--- config.mk ---
export PLATFORM = sky130hd
export DESIGN_NAME = dss_product
export DESIGN_NICKNAME = d
export VERILOG_FILES = /design/src/rtl/core/dss_pkg.sv /design/src/rtl/core/dss_product.sv
export SDC_FILE = /design/constraint.sdc
export NUM_CORES = 2
export LEC_CHECK = 0
export ABC_AREA = 1
export BUFFER_PORTS_ARGS = -buffer_cell sky130_fd_sc_hd__buf_2
export CELL_PAD_IN_SITES_DETAIL_PLACEMENT = 1
export CELL_PAD_IN_SITES_GLOBAL_PLACEMENT = 1
export CORE_AREA = 2 2 333 335
export CTS_CLUSTER_DIAMETER = 30
export DETAILED_ROUTE_END_ITERATION = 10
export DIE_AREA = 0 0 335 337
export PLACE_DENSITY_LB_ADDON = 0.25
export SYNTH_ARGS = -nofsm -noshare
export SYNTH_HDL_FRONTEND = slang
export SYNTH_SLANG_ARGS = --single-unit
--- constraint.sdc ---
create_clock -name aclk -period 7.4 [get_ports aclk]
set_clock_uncertainty 0.05 [all_clocks]
set_input_delay 1.48 -clock aclk [delete_from_list [all_inputs] [get_ports aclk]]
set_output_delay 1.48 -clock aclk [all_outputs]
set_load 0.1 [all_outputs]
--- src/rtl/core/dss_pkg.sv ---
// shared widths, codes and state types of the discrete spectrum sampler
`default_nettype none
package dss_pkg;

    localparam int ENERGY_W   = 24;
    localparam int YIELD_W    = 32;
    localparam int FRAC_W     = 32;
    localparam int WEIGHT_W   = 40;
    localparam int INDEX_W    = 8;
    localparam int STATUS_W   = 3;
    localparam int REQ_W      = 2;
    localparam int PROD_W     = FRAC_W + WEIGHT_W;
    localparam int ENTRY_W    = ENERGY_W + WEIGHT_W;
    localparam int IN_DATA_W  = ENERGY_W + YIELD_W + FRAC_W;
    localparam int OUT_DATA_W = ENERGY_W + INDEX_W;

    localparam logic [REQ_W-1:0] REQ_LOAD   = 2'd0;
    localparam logic [REQ_W-1:0] REQ_SAMPLE = 2'd1;
    localparam logic [REQ_W-1:0] REQ_CLEAR  = 2'd2;

    localparam logic [STATUS_W-1:0] STAT_SAMPLED  = 3'd0;
    localparam logic [STATUS_W-1:0] STAT_LOADED   = 3'd1;
    localparam logic [STATUS_W-1:0] STAT_REJECTED = 3'd2;
    localparam logic [STATUS_W-1:0] STAT_FULL     = 3'd3;
    localparam logic [STATUS_W-1:0] STAT_EMPTY    = 3'd4;
    localparam logic [STATUS_W-1:0] STAT_CLEARED  = 3'd5;

    typedef enum logic [2:0] {
        S_IDLE,
        S_PROD,
        S_READ,
        S_CMP,
        S_FETCH,
        S_RESULT
    } dss_state_t;

    typedef enum logic [1:0] {
        P_IDLE,
        P_LOW,
        P_HIGH,
        P_SUM
    } prod_phase_t;

endpackage
`default_nettype wire

--- src/rtl/core/dss_product.sv ---
// fraction times total weight, built from two partial products and their sum
`default_nettype none
module dss_product (
    input  logic                         aclk,
    input  logic                         aresetn,
    input  logic                         start,
    input  logic [dss_pkg::FRAC_W-1:0]   frac,
    input  logic [dss_pkg::WEIGHT_W-1:0] total,
    output logic [dss_pkg::PROD_W-1:0]   product,
    output logic                         done
);
    import dss_pkg::*;

    localparam int LO_W = FRAC_W + 32;
    localparam int HI_W = FRAC_W + WEIGHT_W - 32;

    prod_phase_t         phase_reg, phase_next;
    logic [FRAC_W-1:0]   frac_reg, frac_next;
    logic [WEIGHT_W-1:0] total_reg, total_next;
    logic [LO_W-1:0]     lo_part_reg, lo_part_next;
    logic [HI_W-1:0]     hi_part_reg, hi_part_next;
    logic [PROD_W-1:0]   prod_reg, prod_next;
    logic                done_reg, done_next;

    always_ff @(posedge aclk) begin
        if (!aresetn) begin
            phase_reg <= P_IDLE;
            done_reg  <= 1'b0;
        end else begin
            phase_reg <= phase_next;
            done_reg  <= done_next;
        end
    end

    always_ff @(posedge aclk) begin
        frac_reg    <= frac_next;
        total_reg   <= total_next;
        lo_part_reg <= lo_part_next;
        hi_part_reg <= hi_part_next;
        prod_reg    <= prod_next;
    end

    always_comb begin
        phase_next   = phase_reg;
        frac_next    = frac_reg;
        total_next   = total_reg;
        lo_part_next = lo_part_reg;
        hi_part_next = hi_part_reg;
        prod_next    = prod_reg;
        done_next    = 1'b0;
        case (phase_reg)
            P_IDLE: begin
                if (start) begin
                    frac_next  = frac;
                    total_next = total;
                    phase_next = P_LOW;
                end
            end
            P_LOW: begin
                lo_part_next = LO_W'(frac_reg) * LO_W'(total_reg[31:0]);
                phase_next   = P_HIGH;
            end
            P_HIGH: begin
                hi_part_next = HI_W'(frac_reg) * HI_W'(total_reg[WEIGHT_W-1:32]);
                phase_next   = P_SUM;
            end
            P_SUM: begin
                prod_next  = PROD_W'(lo_part_reg) + {hi_part_reg, 32'd0};
                done_next  = 1'b1;
                phase_next = P_IDLE;
            end
            default: begin
                phase_next = P_IDLE;
            end
        endcase
    end

    assign product = prod_reg;
    assign done    = done_reg;

endmodule
`default_nettype wire

==> impl_metrics.yaml <==
outcome:
  status: "complete, no violations"
synthesis:
  ys_top_cells_by_area: "fa_1, nand2_1, inv_1, edfxtp_1, ha_1"
  syn-instance-count: 6893
  synth_enable_flop_cells: 248
  synth_top_area_share_pct: 39.71
  ys_types: 38
  synth.avg_cell_area_um2: 7.877
  ys_seq_elements: 251
  yosysMostFrequentCell: "nand2_1"
  ys.flop_type: "edfxtp_1"
  synth_top_cells_by_count: "nand2_1, inv_1, fa_1"
  synth_area_mm2: 0.05429
  synth_seq_area_share_pct: 13.83
  yosysTopAreaCell: "fa_1"
  async_reset_ff_share_pct: 0
  syn_nets: 8405
  synth_warnings: 0
finish:
  fin_nets: 8594
  drive_above_1_share_pct: 7.845
  largest_reg_flops: 72
  syn2layout_area_growth_pct: 12.40
  finish.utilization_pct: 55.68
  fin_cells: 8578
global_routing:
  gr-total-overflow: 0
  grt_pass1_vias: 52200
  globalRouteTotalUtil_pct: 35.06
  antenna_found_initial: 5
  grt_max_degree: 74
  grt_pass1_wl_um: 296500
worst_setup_path:
  critPathMaxFanout: 27
  worst_path_largest_cell_delay_ns: 0.65
  r2r-start: "frac_reg[24]"
  ff2ff_path_depth: 23
  critPathTopFamily: "adder cells"
  worstPathRequired_ns: 7.77
  cp_slowest_cell: "fa_1"
  cp_common_cell: "fa_1"
  cp.arrival_ns: 7.68
  worst_setup_path_start_kind: "register"
  worst-r2r-setup-slack_ns: 0.09
  endpoint_kind: "register"
  reg2reg_to: "lo_part_reg[55]"
  critPathBufInv: 5
  crit_path_cell_trace: "buf_12 > buf_4 > nand2_1 > fa_1 > fa_1 > inv_1 > fa_1 > fa_1 > fa_1 > fa_1 > fa_1 > ha_1 > ha_2 > nand2_1 > inv_1 > nand2_1 > nand2_1 > a21oi_1 > inv_1 > a21oi_1 > nand3_1 > nand2_1 > nand2_1"
  critPathLaunch: "frac_reg[24]"
  crit_type: "register to register"
timing:
  hold_viol: 0
  finalCriticalPeriod_ns: 7.312
  whs_ns: 0.3653
  max_slew.worst_pin.slew_ns: 1.256
  tns_ns: 0
  fin_crit_sh_pct: 98.81
  max_freq_mhz: 136.8
  setup_viol: 0
  max_slew_margin_pct: 16.30
  rsz0062_at_grt: "no"
  slew_viol_final: 0
hold_path:
  hold_path_end: "product[12]"
  min_from: "lo_part_reg[12]"
  hold_path_class: "register to register"
  hold_path_depth: 0
clocking:
  insertion_delay_ns: 0.69
  cts_sinks: 251
  cts_tree: "yes"
  clk_pin_slew_ns: 0.05
  cts_buffer_depth: 3
  h-tree-depth: 3
  cts_root_buffer: "clkbuf_16"
  cts_made_buffers: 83
place:
  hpwl_um: 152200
  dp.cells: 8412
  numPortBuffers: 147
  gp_congestion: 0.9671
drt:
  ant_nets: 0
  avgRoutedWirePerCell_um: 22.43
  drcViolationCount: 0
  drtIter0Drc: 2859
  wl_um: 192400
  route.vias.total: 45350
  drt-pass1-iter-count: 6
  via_per_inst: 5.287
floorplan:
  core-area_mm2: 0.1096
  die_y_um: 337
  die-area_mm2: 0.1129
  die_w_um: 335
  rows: 122
  start_util_pct: 49.54
  io-pin-count: 148
run:
  cap_violations: 0
[worst max path at each step]
stage                 endpoint  slack (ns)  cells past startpoint
2_1_floorplan  lo_part_reg[63]        1.06                     26
3_3_place_gp   lo_part_reg[45]         0.1                     23
3_5_place_dp   lo_part_reg[45]        0.06                     25
4_1_cts        lo_part_reg[45]        0.03                     25
5_1_grt        lo_part_reg[46]       0.004                     25
6_report       lo_part_reg[55]        0.09                     23
[repair_timing]
| item | 4_1_cts | 5_1_grt |
|---|---|---|
| gates resized for setup | 0 | 6 |
| endpoints found under the setup margin | 0 | 30 |
| hold buffers | 0 | 0 |
| buffers inserted | 0 | 10 |
[per-layer routing]
layer / GRT usage (%) / share of wire, % / vias to the layer above
met1: 41.47 / 38 / 23200
met5: 0 / 0.024 / -
met4: 17.67 / 5.5 / 6
met2: 61.15 / 49 / 1702
li1: - / - / 19850
met3: 6.522 / 7.1 / 586
[layout by cell type, fill, tap and decap left out, drive strengths merged]
master    Yosys  layout
a21boi        2       2
a21oi       135     135
a22oi         1       1
a31oi         6       6
and2          2       2
buf           2     350
bufinv        0      15
clkbuf      246      96
clkinv        0      29
clkinvlp      0       6
dfxtp         3       3
diode         0       1
edfxtp      248     248
fa         1077    1077
ha          360     360
inv        2107    2117
nand2      2193    2193
nand3       108     108
nand3b        1       1
nand4        17      17
nor2        207     207
nor3         19      19
nor4          4       4
o211ai        1       1
o21a          8       8
o21ai        52      52
o21bai       14      14
o311a         1       1
or2           1       1
xnor2        19      19
xor2         59      59
[cells by family after synthesis]
kind of cell	after synthesis	synth area share, %
xor+xnor	78	1.258
simple gates	2552	18.42
buf+inv	2355	16.28
compound gates	220	2.205
fa+ha+maj	1437	48.01
flops	251	13.83
[per-stage QoR]
| step | instance area [µm²] | setup slack, ns |
|---|---|---|
| 2_1_floorplan | 54290 | 1.056 |
| 3_3_place_gp | 57920 | 0.09810 |
| 3_5_place_dp | 57920 | 0.05743 |
| 4_1_cts | 60870 | 0.03480 |
| 5_1_grt | 61020 | 0.003656 |
| 6_report | 61030 | 0.08800 |
[layout make-up]
type                            instances  area [µm²]
Multi-Input combinational cell       4287       37980
Timing Repair Buffer                  352        2902
Clock buffer                           94        2118
Fill cell                           13370       48570
Tap cell                             1426        1784
Antenna cell                            1       2.502
Inverter                             2107        7911
Sequential cell                       251        7507
Clock inverter                         60       827.0
Power is not shown: default switching activity piles up to over one toggle a cycle in this logic, so the estimate is an artifact.
